File: config.mk
export PLATFORM = sky130hd
export DESIGN_NAME = midi_to_usb_event_packetizer_core
export DESIGN_NICKNAME = d
export VERILOG_FILES = /design/src/mtu_pkg.sv /design/src/midi_to_usb_event_packetizer_core.sv
export VERILOG_INCLUDE_DIRS = /design/src /design/src/src
export SDC_FILE = /design/constraint.sdc
export NUM_CORES = 1
export LEC_CHECK = 0
export ABC_AREA = 1
export BUFFER_PORTS_ARGS = -buffer_cell sky130_fd_sc_hd__buf_2
export CORE_MARGIN = 2
export CORE_UTILIZATION = 55
export CTS_BUF_LIST = sky130_fd_sc_hd__clkbuf_2
export DETAILED_ROUTE_END_ITERATION = 16
export HOLD_SLACK_MARGIN = 0.05
export MAX_ROUTING_LAYER = met4
export PLACE_DENSITY = 0.82
export SLEW_MARGIN = 5
export SYNTH_ARGS = -nofsm -noshare
export SYNTH_HDL_FRONTEND = slang
export SYNTH_SLANG_ARGS = --single-unit
File: constraint.sdc
create_clock -name i_clk -period 5 [get_ports i_clk]
set_input_delay 1 -clock i_clk [delete_from_list [all_inputs] [get_ports i_clk]]
set_output_delay 1 -clock i_clk [all_outputs]
set_load 0.01 [all_outputs]
File: src/midi_to_usb_event_packetizer_core_assert.svh
// Assertion macros for the MIDI to USB event packetizer core
`ifndef MIDI_TO_USB_EVENT_PACKETIZER_CORE_ASSERT_SVH
`define MIDI_TO_USB_EVENT_PACKETIZER_CORE_ASSERT_SVH

// Same-cycle implication, sampled on i_clk, off while i_rst_n is low
`define MTU_ASSERT_NOW(label, ante, cons) \
    label: assert property (@(posedge i_clk) disable iff (!i_rst_n) (ante) |-> (cons)) \
        else $error("packetizer assertion failed");

// Next-cycle implication, sampled on i_clk, off while i_rst_n is low
`define MTU_ASSERT_NEXT(label, ante, cons) \
    label: assert property (@(posedge i_clk) disable iff (!i_rst_n) (ante) |=> (cons)) \
        else $error("packetizer assertion failed");

`endif

File: src/mtu_pkg.sv
// Package: parser states, status bytes and code index numbers of the packetizer
package mtu_pkg;

    localparam int NUM_CABLES_DEF = 16;
    localparam int CABLE_W        = 4;
    localparam int BYTE_W         = 8;
    localparam int CIN_W          = 4;

    typedef enum logic [2:0] {
        ST_UNKNOWN = 3'd0,
        ST_ONE     = 3'd1,
        ST_TWO     = 3'd2,
        ST_TWO_B   = 3'd3,
        ST_SX0     = 3'd4,
        ST_SX1     = 3'd5,
        ST_SX2     = 3'd6
    } t_parse_state;

    localparam logic [BYTE_W-1:0] MIDI_REALTIME_MIN = 8'hF8;
    localparam logic [BYTE_W-1:0] MIDI_SYSTEM_MIN   = 8'hF0;
    localparam logic [BYTE_W-1:0] MIDI_STATUS_MIN   = 8'h80;
    localparam logic [BYTE_W-1:0] MIDI_ONE_DATA_LO  = 8'hC0;
    localparam logic [BYTE_W-1:0] MIDI_ONE_DATA_HI  = 8'hDF;
    localparam logic [BYTE_W-1:0] MIDI_SYSEX_START  = 8'hF0;
    localparam logic [BYTE_W-1:0] MIDI_TIME_CODE    = 8'hF1;
    localparam logic [BYTE_W-1:0] MIDI_SONG_POS     = 8'hF2;
    localparam logic [BYTE_W-1:0] MIDI_SONG_SEL     = 8'hF3;
    localparam logic [BYTE_W-1:0] MIDI_TUNE_REQ     = 8'hF6;
    localparam logic [BYTE_W-1:0] MIDI_SYSEX_END    = 8'hF7;

    localparam logic [CIN_W-1:0] CIN_SYSCOM_TWO   = 4'h2;
    localparam logic [CIN_W-1:0] CIN_SYSCOM_THREE = 4'h3;
    localparam logic [CIN_W-1:0] CIN_SYSEX_CONT   = 4'h4;
    localparam logic [CIN_W-1:0] CIN_SYSEX_END1   = 4'h5;
    localparam logic [CIN_W-1:0] CIN_SYSEX_END2   = 4'h6;
    localparam logic [CIN_W-1:0] CIN_SYSEX_END3   = 4'h7;
    localparam logic [CIN_W-1:0] CIN_SINGLE_BYTE  = 4'hF;

endpackage

File: src/midi_to_usb_event_packetizer_core.sv
// Top level: per-cable MIDI byte parser producing USB-MIDI event packets
// An accepted item is registered in the input stage; its packet then in the output one.
// One item per cycle unless stalled; a parser lookup and update per item sets the rate.
// The input stage stalls only while its item has a packet and the output one is not taken.
// Reset (synchronous, active low) puts every cable parser in the unknown state,
// clears the held bytes and empties both stages.
`include "midi_to_usb_event_packetizer_core_assert.svh"

module midi_to_usb_event_packetizer_core #(
    parameter int NUM_CABLES = mtu_pkg::NUM_CABLES_DEF
) (
    input  logic                         i_clk,
    input  logic                         i_rst_n,
    input  logic                         i_in_valid,
    output logic                         o_in_ready,
    input  logic [mtu_pkg::CABLE_W-1:0]  i_cable,
    input  logic [mtu_pkg::BYTE_W-1:0]   i_midi_byte,
    output logic                         o_out_valid,
    input  logic                         i_out_ready,
    output logic [mtu_pkg::CABLE_W-1:0]  o_packet_cable,
    output logic [mtu_pkg::CIN_W-1:0]    o_code_index,
    output logic [mtu_pkg::BYTE_W-1:0]   o_event_byte1,
    output logic [mtu_pkg::BYTE_W-1:0]   o_event_byte2,
    output logic [mtu_pkg::BYTE_W-1:0]   o_event_byte3
);
    import mtu_pkg::*;

    localparam int IDX_W = (NUM_CABLES > 1) ? $clog2(NUM_CABLES) : 1;
    localparam logic [CABLE_W:0] CABLE_LIMIT = (CABLE_W + 1)'(NUM_CABLES);

    t_parse_state        r_parse_state [NUM_CABLES];
    logic [BYTE_W-1:0]   r_held_first  [NUM_CABLES];
    logic [BYTE_W-1:0]   r_held_second [NUM_CABLES];

    logic                r_s1_valid;
    logic [CABLE_W-1:0]  r_s1_cable;
    logic [BYTE_W-1:0]   r_s1_byte;

    logic                r_out_valid;
    logic [CABLE_W-1:0]  r_out_cable;
    logic [CIN_W-1:0]    r_out_cin;
    logic [BYTE_W-1:0]   r_out_b1;
    logic [BYTE_W-1:0]   r_out_b2;
    logic [BYTE_W-1:0]   r_out_b3;

    logic [IDX_W-1:0]    s1_idx;
    logic                s1_in_range;
    t_parse_state        cur_st;
    logic [BYTE_W-1:0]   cur_h0;
    logic [BYTE_W-1:0]   cur_h1;

    t_parse_state        n_st;
    logic [BYTE_W-1:0]   n_h0;
    logic [BYTE_W-1:0]   n_h1;

    logic                s1_has;
    logic [CIN_W-1:0]    s1_cin;
    logic [BYTE_W-1:0]   s1_b1;
    logic [BYTE_W-1:0]   s1_b2;
    logic [BYTE_W-1:0]   s1_b3;
    logic                s1_adv;

    assign s1_idx      = r_s1_cable[IDX_W-1:0];
    assign s1_in_range = {1'b0, r_s1_cable} < CABLE_LIMIT;
    assign cur_st      = r_parse_state[s1_idx];
    assign cur_h0      = r_held_first[s1_idx];
    assign cur_h1      = r_held_second[s1_idx];

    // next parser state
    always_comb begin
        n_st = cur_st;
        n_h0 = cur_h0;
        n_h1 = cur_h1;
        if (r_s1_byte >= MIDI_REALTIME_MIN) begin
            n_st = cur_st;
        end else if (r_s1_byte >= MIDI_SYSTEM_MIN) begin
            case (r_s1_byte)
                MIDI_SYSEX_START: begin
                    n_h0 = r_s1_byte;
                    n_st = ST_SX1;
                end
                MIDI_TIME_CODE, MIDI_SONG_SEL: begin
                    n_h0 = r_s1_byte;
                    n_st = ST_ONE;
                end
                MIDI_SONG_POS: begin
                    n_h0 = r_s1_byte;
                    n_st = ST_TWO;
                end
                default: begin
                    n_st = ST_UNKNOWN;
                end
            endcase
        end else if (r_s1_byte >= MIDI_STATUS_MIN) begin
            n_h0 = r_s1_byte;
            n_st = (r_s1_byte inside {[MIDI_ONE_DATA_LO:MIDI_ONE_DATA_HI]}) ? ST_ONE : ST_TWO;
        end else begin
            case (cur_st)
                ST_ONE: begin
                    if (cur_h0 >= MIDI_SYSTEM_MIN) begin
                        n_st = ST_UNKNOWN;
                    end
                end
                ST_TWO: begin
                    n_h1 = r_s1_byte;
                    n_st = ST_TWO_B;
                end
                ST_TWO_B: begin
                    n_st = (cur_h0 < MIDI_SYSTEM_MIN) ? ST_TWO : ST_UNKNOWN;
                end
                ST_SX0: begin
                    n_h0 = r_s1_byte;
                    n_st = ST_SX1;
                end
                ST_SX1: begin
                    n_h1 = r_s1_byte;
                    n_st = ST_SX2;
                end
                ST_SX2: begin
                    n_st = ST_SX0;
                end
                default: begin
                    n_st = cur_st;
                end
            endcase
        end
    end

    // event packet
    always_comb begin
        s1_has = 1'b0;
        s1_cin = '0;
        s1_b1  = '0;
        s1_b2  = '0;
        s1_b3  = '0;
        if (r_s1_byte >= MIDI_REALTIME_MIN) begin
            s1_has = 1'b1;
            s1_cin = CIN_SINGLE_BYTE;
            s1_b1  = r_s1_byte;
        end else if (r_s1_byte >= MIDI_SYSTEM_MIN) begin
            if (r_s1_byte == MIDI_TUNE_REQ) begin
                s1_has = 1'b1;
                s1_cin = CIN_SYSEX_END1;
                s1_b1  = MIDI_TUNE_REQ;
            end else if (r_s1_byte == MIDI_SYSEX_END) begin
                case (cur_st)
                    ST_SX0: begin
                        s1_has = 1'b1;
                        s1_cin = CIN_SYSEX_END1;
                        s1_b1  = MIDI_SYSEX_END;
                    end
                    ST_SX1: begin
                        s1_has = 1'b1;
                        s1_cin = CIN_SYSEX_END2;
                        s1_b1  = cur_h0;
                        s1_b2  = MIDI_SYSEX_END;
                    end
                    ST_SX2: begin
                        s1_has = 1'b1;
                        s1_cin = CIN_SYSEX_END3;
                        s1_b1  = cur_h0;
                        s1_b2  = cur_h1;
                        s1_b3  = MIDI_SYSEX_END;
                    end
                    default: begin
                        s1_has = 1'b0;
                    end
                endcase
            end
        end else if (r_s1_byte < MIDI_STATUS_MIN) begin
            case (cur_st)
                ST_ONE: begin
                    s1_has = 1'b1;
                    s1_cin = (cur_h0 < MIDI_SYSTEM_MIN) ? cur_h0[7:4] : CIN_SYSCOM_TWO;
                    s1_b1  = cur_h0;
                    s1_b2  = r_s1_byte;
                end
                ST_TWO_B: begin
                    s1_has = 1'b1;
                    s1_cin = (cur_h0 < MIDI_SYSTEM_MIN) ? cur_h0[7:4] : CIN_SYSCOM_THREE;
                    s1_b1  = cur_h0;
                    s1_b2  = cur_h1;
                    s1_b3  = r_s1_byte;
                end
                ST_SX2: begin
                    s1_has = 1'b1;
                    s1_cin = CIN_SYSEX_CONT;
                    s1_b1  = cur_h0;
                    s1_b2  = cur_h1;
                    s1_b3  = r_s1_byte;
                end
                default: begin
                    s1_has = 1'b0;
                end
            endcase
        end
        if (!s1_in_range) begin
            s1_has = 1'b0;
        end
    end

    assign s1_adv     = r_s1_valid && (!s1_has || !r_out_valid || i_out_ready);
    assign o_in_ready = !r_s1_valid || s1_adv;

    always_ff @(posedge i_clk) begin
        if (!i_rst_n) begin
            r_s1_valid <= 1'b0;
        end else if (o_in_ready) begin
            r_s1_valid <= i_in_valid;
        end
    end

    always_ff @(posedge i_clk) begin
        if (i_in_valid && o_in_ready) begin
            r_s1_cable <= i_cable;
            r_s1_byte  <= i_midi_byte;
        end
    end

    always_ff @(posedge i_clk) begin
        if (!i_rst_n) begin
            for (int i = 0; i < NUM_CABLES; i++) begin
                r_parse_state[i] <= ST_UNKNOWN;
                r_held_first[i]  <= '0;
                r_held_second[i] <= '0;
            end
        end else if (s1_adv && s1_in_range) begin
            r_parse_state[s1_idx] <= n_st;
            r_held_first[s1_idx]  <= n_h0;
            r_held_second[s1_idx] <= n_h1;
        end
    end

    always_ff @(posedge i_clk) begin
        if (!i_rst_n) begin
            r_out_valid <= 1'b0;
        end else if (s1_adv && s1_has) begin
            r_out_valid <= 1'b1;
        end else if (i_out_ready) begin
            r_out_valid <= 1'b0;
        end
    end

    always_ff @(posedge i_clk) begin
        if (s1_adv && s1_has) begin
            r_out_cable <= r_s1_cable;
            r_out_cin   <= s1_cin;
            r_out_b1    <= s1_b1;
            r_out_b2    <= s1_b2;
            r_out_b3    <= s1_b3;
        end
    end

    assign o_out_valid    = r_out_valid;
    assign o_packet_cable = r_out_cable;
    assign o_code_index   = r_out_cin;
    assign o_event_byte1  = r_out_b1;
    assign o_event_byte2  = r_out_b2;
    assign o_event_byte3  = r_out_b3;

    `MTU_ASSERT_NEXT(a_result_loads_output, s1_adv && s1_has, r_out_valid)
    `MTU_ASSERT_NOW(a_out_of_range_silent, r_s1_valid && !s1_in_range, !s1_has)
    `MTU_ASSERT_NOW(a_realtime_packet, o_out_valid && (o_code_index == CIN_SINGLE_BYTE), (o_event_byte1 >= MIDI_REALTIME_MIN) && (o_event_byte2 == '0) && (o_event_byte3 == '0))
    `MTU_ASSERT_NOW(a_sysex_end3_packet, o_out_valid && (o_code_index == CIN_SYSEX_END3), o_event_byte3 == MIDI_SYSEX_END)

endmodule

After elaboration in Yosys (flattened, before gate mapping) --
Memory sizes are Yosys's and may differ from the RTL's. A register that Yosys moved wholly into a read port is not among the register bits. Index checks and enable logic that the tools add are counted.
Cells by class: magnitude comparators 8, equality and inequality tests 12, muxes and demuxes 69, reduce and logical (&&, ||, !) cells 21
Operators by type and width (number):
- $mux 8 | 27
- $eq 8x8->1 const B | 6
- $pmux 8 s2 | 3
- $ge 8x8->1 const B | 5
- $mux 4 | 10
- $mux 3 | 7
- $pmux 3 s3 | 2
- $pmux 3 s6 | 1
- $lt 8x8->1 const B | 2
- $mux 1 | 16
- $reduce_or 8->1 | 2
- $pmux 4 s3 | 1
- $eq 3x3->1 const B | 3
- $reduce_or 3->1 | 3
- $le 8x8->1 const B | 1
- $reduce_or 2->1 | 4
- $eq 3x2->1 const B | 2
- $logic_and 1x1->1 | 4
- $mux 2 | 2
- $reduce_or 4->1 | 1
- $eq 3x1->1 const B | 1
- $logic_not 1->1 | 3
- $logic_or 1x1->1 | 3
- $reduce_bool 2->1 | 1
Word-level totals: register bits after elaboration 46, bits in writable memories 304, bits of input ports 16, output and inout bits 34, logic and storage cells 122, memories kept 3
Memories:
- r_held_first | words 16, width 8, rd ports 1, clocked after memory_dff 1, wr ports 16, line midi_to_usb_event_packetizer_core.sv:32 | logic [BYTE_W-1:0] r_held_first [NUM_CABLES];
- r_held_second | words 16, width 8, rd ports 1, clocked after memory_dff 1, wr ports 16, line midi_to_usb_event_packetizer_core.sv:33 | logic [BYTE_W-1:0] r_held_second [NUM_CABLES];
- r_parse_state | words 16, width 3, rd ports 1, clocked after memory_dff 1, wr ports 16, line midi_to_usb_event_packetizer_core.sv:31 | t_parse_state r_parse_state [NUM_CABLES];

Logic depth before layout (Yosys ltp) --
depth in word-level cells 16, mapped depth 18, gate-level depth less buffers 17

Least setup slack after synthesis --
Ideal clock, no wire load.
path type register to register, start register r_s1_byte[5], end memory r_held_first[7][0] (enable), setup time 421 ps, arrival time 3060 ps, required time 4579 ps, path slack 1519 ps, stages on the path, launching flop included 11, buffers on the path 1, period minus slack after synthesis 3481 ps, cells stage by stage edfxtp_1 > inv_1 > nor3_4 > clkinv_1 > nor2_4 > a21oi_1 > nand2_1 > o21ai_2 > nand4_1 > buf_2 > o21ai_0
RTL lines:
- start, declared | line midi_to_usb_event_packetizer_core.sv:37 | logic [BYTE_W-1:0] r_s1_byte;
- start signal, assigned | line midi_to_usb_event_packetizer_core.sv:216 | r_s1_byte <= i_midi_byte;
- end, declared | line midi_to_usb_event_packetizer_core.sv:32

==> impl_results.html <==
<table>
<tr><th>Metric</th><th>Value</th></tr>
<tr><th colspan="2">STA</th></tr>
<tr><td>Pins Over Slew Limit</td><td>0</td></tr>
<tr><td>Setup repair after global routing missed its margin</td><td>no</td></tr>
<tr><td>Post-route minimum period</td><td>4.671 ns</td></tr>
<tr><td>Sum of negative setup slack</td><td>0 ns</td></tr>
<tr><td>Skew final</td><td>0.07192 ns</td></tr>
<tr><td>Ratio of final minimum period to clock period</td><td>93.42%</td></tr>
<tr><td>Fin. Hold Viols</td><td>0</td></tr>
<tr><td>Fmax</td><td>214.1 MHz</td></tr>
<tr><td>Final setup slack of the worst path</td><td>0.3288 ns</td></tr>
<tr><td>Worst relative slew slack</td><td>24.15%</td></tr>
<tr><td>Final number of setup-violating endpoints</td><td>0</td></tr>
<tr><td>Slew of the pin with the lowest slew margin</td><td>1.138 ns</td></tr>
<tr><th colspan="2">Power and ir drop</th></tr>
<tr><td>Final Power</td><td>0.006294 W</td></tr>
<tr><td>Cell leakage power</td><td>7.349 nW</td></tr>
<tr><td>Pwr dens</td><td>354.9 mW/mm²</td></tr>
<tr><td>Highest ir drop seen on vdd</td><td>0.2237 mV</td></tr>
<tr><th colspan="2">Placement</th></tr>
<tr><td>Instance area at placement</td><td>0.01693 mm²</td></tr>
<tr><td>I/O Buffers</td><td>49</td></tr>
<tr><td>Total half-perimeter wirelength after legalization and detailed placement</td><td>28,850 µm</td></tr>
<tr><td>DP Worst Slack</td><td>0.9351 ns</td></tr>
<tr><td>Global placement routability congestion</td><td>0.9311</td></tr>
<tr><th colspan="2">Floorplan</th></tr>
<tr><td>Standard-cell rows</td><td>63</td></tr>
<tr><td>Chip height</td><td>178.0 µm</td></tr>
<tr><td>Total die area</td><td>0.03168 mm²</td></tr>
<tr><td>I/O pins</td><td>50</td></tr>
<tr><td>Initial core utilization</td><td>56.03%</td></tr>
<tr><td>Area of the core</td><td>0.02972 mm²</td></tr>
<tr><td>Die Span X</td><td>178.0 µm</td></tr>
<tr><th colspan="2">Clocking</th></tr>
<tr><td>H-tree level count</td><td>3</td></tr>
<tr><td>Number of buffers inserted by hold repair at cts</td><td>0</td></tr>
<tr><td>Clk root buf</td><td>clkbuf_2</td></tr>
<tr><td>Clock slew at the register clock pins of the worst setup and hold paths</td><td>0.10 ns</td></tr>
<tr><td>Clock latency on the worst-skew pair</td><td>0.93 ns</td></tr>
<tr><td>CTS resizes</td><td>0</td></tr>
<tr><td>CTS tree</td><td>built</td></tr>
<tr><td>TritonCTS buffer count</td><td>85</td></tr>
<tr><td>Sink Count</td><td>354</td></tr>
<tr><td>Post-CTS setup repair buffer count</td><td>0</td></tr>
<tr><td>Buffer depth of the longest clock path</td><td>3</td></tr>
<tr><th colspan="2">Final layout</th></tr>
<tr><td>Post-route core utilization</td><td>59.68%</td></tr>
<tr><td>Final-layout fill cell count</td><td>2,359</td></tr>
<tr><td>Cell area after layout</td><td>0.01774 mm²</td></tr>
<tr><td>Total Nets Final</td><td>1,715</td></tr>
<tr><td>Proportion of layout cells with a drive suffix above 1</td><td>15.72%</td></tr>
<tr><td>Growth of design area from synthesis to finish</td><td>6.523%</td></tr>
<tr><th colspan="2">Synthesis</th></tr>
<tr><td>Distinct cell type count after synthesis</td><td>40</td></tr>
<tr><td>Largest cells by area after synthesis</td><td>edfxtp_1, nor2_1, nand2_1</td></tr>
<tr><td>Share of synthesized area occupied by flip-flops and latches</td><td>63.49%</td></tr>
<tr><td>Net Count, Synth</td><td>1,659</td></tr>
<tr><td>Synth async-reset ratio</td><td>0%</td></tr>
<tr><td>Most frequent cells after synthesis</td><td>nor2_1, edfxtp_1, nand2_1, o21ai_0, nand3_1</td></tr>
<tr><td>Combined area of all synthesized cells</td><td>0.01665 mm²</td></tr>
<tr><td>Synth top area share</td><td>62.76%</td></tr>
<tr><td>Most instantiated flip-flop cell in the synthesis netlist</td><td>edfxtp_1</td></tr>
<tr><td>Yosys reg bits</td><td>354</td></tr>
<tr><td>Library cell with the highest instance count after synthesis</td><td>nor2_1</td></tr>
<tr><td>Gate Count Post-Synth</td><td>1,643</td></tr>
<tr><td>Mean area per synthesized cell</td><td>10.13 µm²</td></tr>
<tr><td>Yosys warnings</td><td>0</td></tr>
<tr><td>Biggest area consumer among synthesized cells</td><td>edfxtp_1</td></tr>
<tr><td>EDFF count, synth</td><td>348</td></tr>
<tr><th colspan="2">Detailed routing</th></tr>
<tr><td>Ratio of routed vias to standard cells</td><td>5.954</td></tr>
<tr><td>1st-iter DRT viols</td><td>1,944</td></tr>
<tr><td>Number of remaining DRC errors</td><td>0</td></tr>
<tr><td>Per-cell routed wire length</td><td>20.86 µm</td></tr>
<tr><td>Detailed Routing Iterations Pass 1</td><td>9</td></tr>
<tr><td>Total Wirelength</td><td>45,040 µm</td></tr>
<tr><td>Remaining antenna violation count after routing</td><td>0</td></tr>
<tr><td>Via count</td><td>12,854</td></tr>
<tr><th colspan="2">Global routing</th></tr>
<tr><td>Via count of the first global-routing pass</td><td>12,431</td></tr>
<tr><td>Maximum number of pins on one net before global-route repair</td><td>77</td></tr>
<tr><td>Combined global-route utilization of all metal layers</td><td>29.92%</td></tr>
<tr><td>Global-route wire length before repair</td><td>69,010 µm</td></tr>
<tr><td>Aggregate global routing overflow</td><td>0</td></tr>
<tr><td>Number of antenna violations at the first check in global routing</td><td>1</td></tr>
<tr><th colspan="2">Worst setup path</th></tr>
<tr><td>Arrival time reported for the critical path endpoint</td><td>3.67 ns</td></tr>
<tr><td>Crit Path Max Fanout</td><td>60</td></tr>
<tr><td>Worst EP required</td><td>4.00 ns</td></tr>
<tr><td>Worst setup path category</td><td>flip-flop to primary output</td></tr>
<tr><td>Element type at the critical path end</td><td>primary output</td></tr>
<tr><td>Type of origin of the critical path</td><td>flip-flop</td></tr>
<tr><td>Worst Reg-to-Reg Cells</td><td>15</td></tr>
<tr><th colspan="2">Outcome</th></tr>
<tr><td>Result of the run</td><td>completed</td></tr>
<tr><th colspan="2">Flow run</th></tr>
<tr><td>Count of max-cap constraint violations</td><td>0</td></tr>
<tr><th colspan="2">Min path</th></tr>
<tr><td>Number of cells on the worst hold path</td><td>1</td></tr>
<tr><td>Type of the tightest min-delay check</td><td>input port to flip-flop</td></tr>
</table>
-- per-stage QoR --
stage | hold slack, ns | cells
after CTS | 0.2124 | 2158
after floorplan | 0.4956 | 1643
final | 0.2576 | 2159
after global routing | 0.2046 | 2159
after detailed placement | 0.5803 | 2002
after global placement | 0.5721 | 2002
-- placed cells by master, fill, tap and decap left out, types with 5 or more instances in the layout --
master    count
o221ai_1     29
edfxtp_1    348
a21oi_1      17
nand2_2       6
nor3_1       21
nor2_1      431
o21ai_1       5
inv_1        99
o211ai_1     21
clkinv_1     27
nand2_1     247
o21ai_0     119
clkbuf_2    124
buf_4        39
o22ai_1      10
nand3_1     101
nor2_2       18
nand2_4      10
buf_2        49
o21ai_4       7
-- routing by layer --
metal  vias up  track usage [%]  wire [µm]
li1       5722                -          -
met1      6048            37.89      16250
met2       930            45.56      21150
met3       154            7.289       5624
met4         0            14.38       2016
met5         -                -          0
-- sequential cells by signal (all words and copies together), names as in the netlist, named ones only --
| name | flops |
|---|---|
| o_packet_cable | 4 |
| o_event_byte1 | 8 |
| r_s1_byte | 8 |
| r_held_first | 128 |
| o_event_byte2 | 8 |
| r_s1_cable | 4 |
| o_out_valid | 1 |
| o_code_index | 4 |
| r_parse_state | 48 |
| o_event_byte3 | 8 |
| r_s1_valid | 1 |
| r_held_second | 128 |
-- report_power, final --
part           total [W]  switching [W]  internal, W
combinational   0.000926       0.000728     0.000198
sequential       0.00342      0.0000537      0.00337
clock            0.00195        0.00118     0.000772
-- final cells by class --
| cell class | instances | area, µm² | share of cell area, % |
|---|---|---|---|
| flip-flops and latches | 354 | 10580 | 59.63 |
| inverters | 105 | 399.1 | 2.250 |
| clock inverters | 32 | 182.7 | 1.030 |
| repair buffers | 89 | 558.0 | 3.146 |
| well taps | 390 | 488.0 | 2.751 |
| clock buffers | 124 | 620.6 | 3.499 |
| multi-input cells | 1064 | 4908 | 27.68 |
| diodes | 1 | 2.502 | 0.01411 |
-- logic make-up (layout without fill, tap and decap cells) --
logic type	Yosys count	in the layout	share of synthesized area (%)
other	0	1	0
and+or+nand+nor	843	843	21.00
muxes	1	1	0.06012
buffers and inverters	225	350	7.071
DFF	354	354	63.49
AOI/OAI and AO/OA	220	220	8.387
-- worst max-delay path: stages, from the launching register on --
cell and delay (ns):
dfxtp_4 0.47, inv_4 0.48, nand2_1 0.14, nand2_1 0.10, nand2_1 0.05, nand3_1 0.10
nand3_1 0.14, nand2_1 0.31, nand2_2 0.12, nand2_2 0.10, nand2_1 0.08, nor2_1 0.36
nor2_1 0.07, nand2_1 0.12, buf_2 0.15
-- final timing paths --
path / start / endpoint / slack [ns]
setup / recovery: flip-flop / o_in_ready / 0.33
hold / removal: i_midi_byte[5] / r_s1_byte[5]$_DFFE_PN_ / 0.26
setup reg to reg: flip-flop / r_held_first[1][1]$_SDFFCE_PN0P_ / 0.85
hold reg to reg: r_s1_valid$_SDFFE_PN0P_ / r_s1_valid$_SDFFE_PN0P_ / 0.59
(Power assumes the default switching activity.)
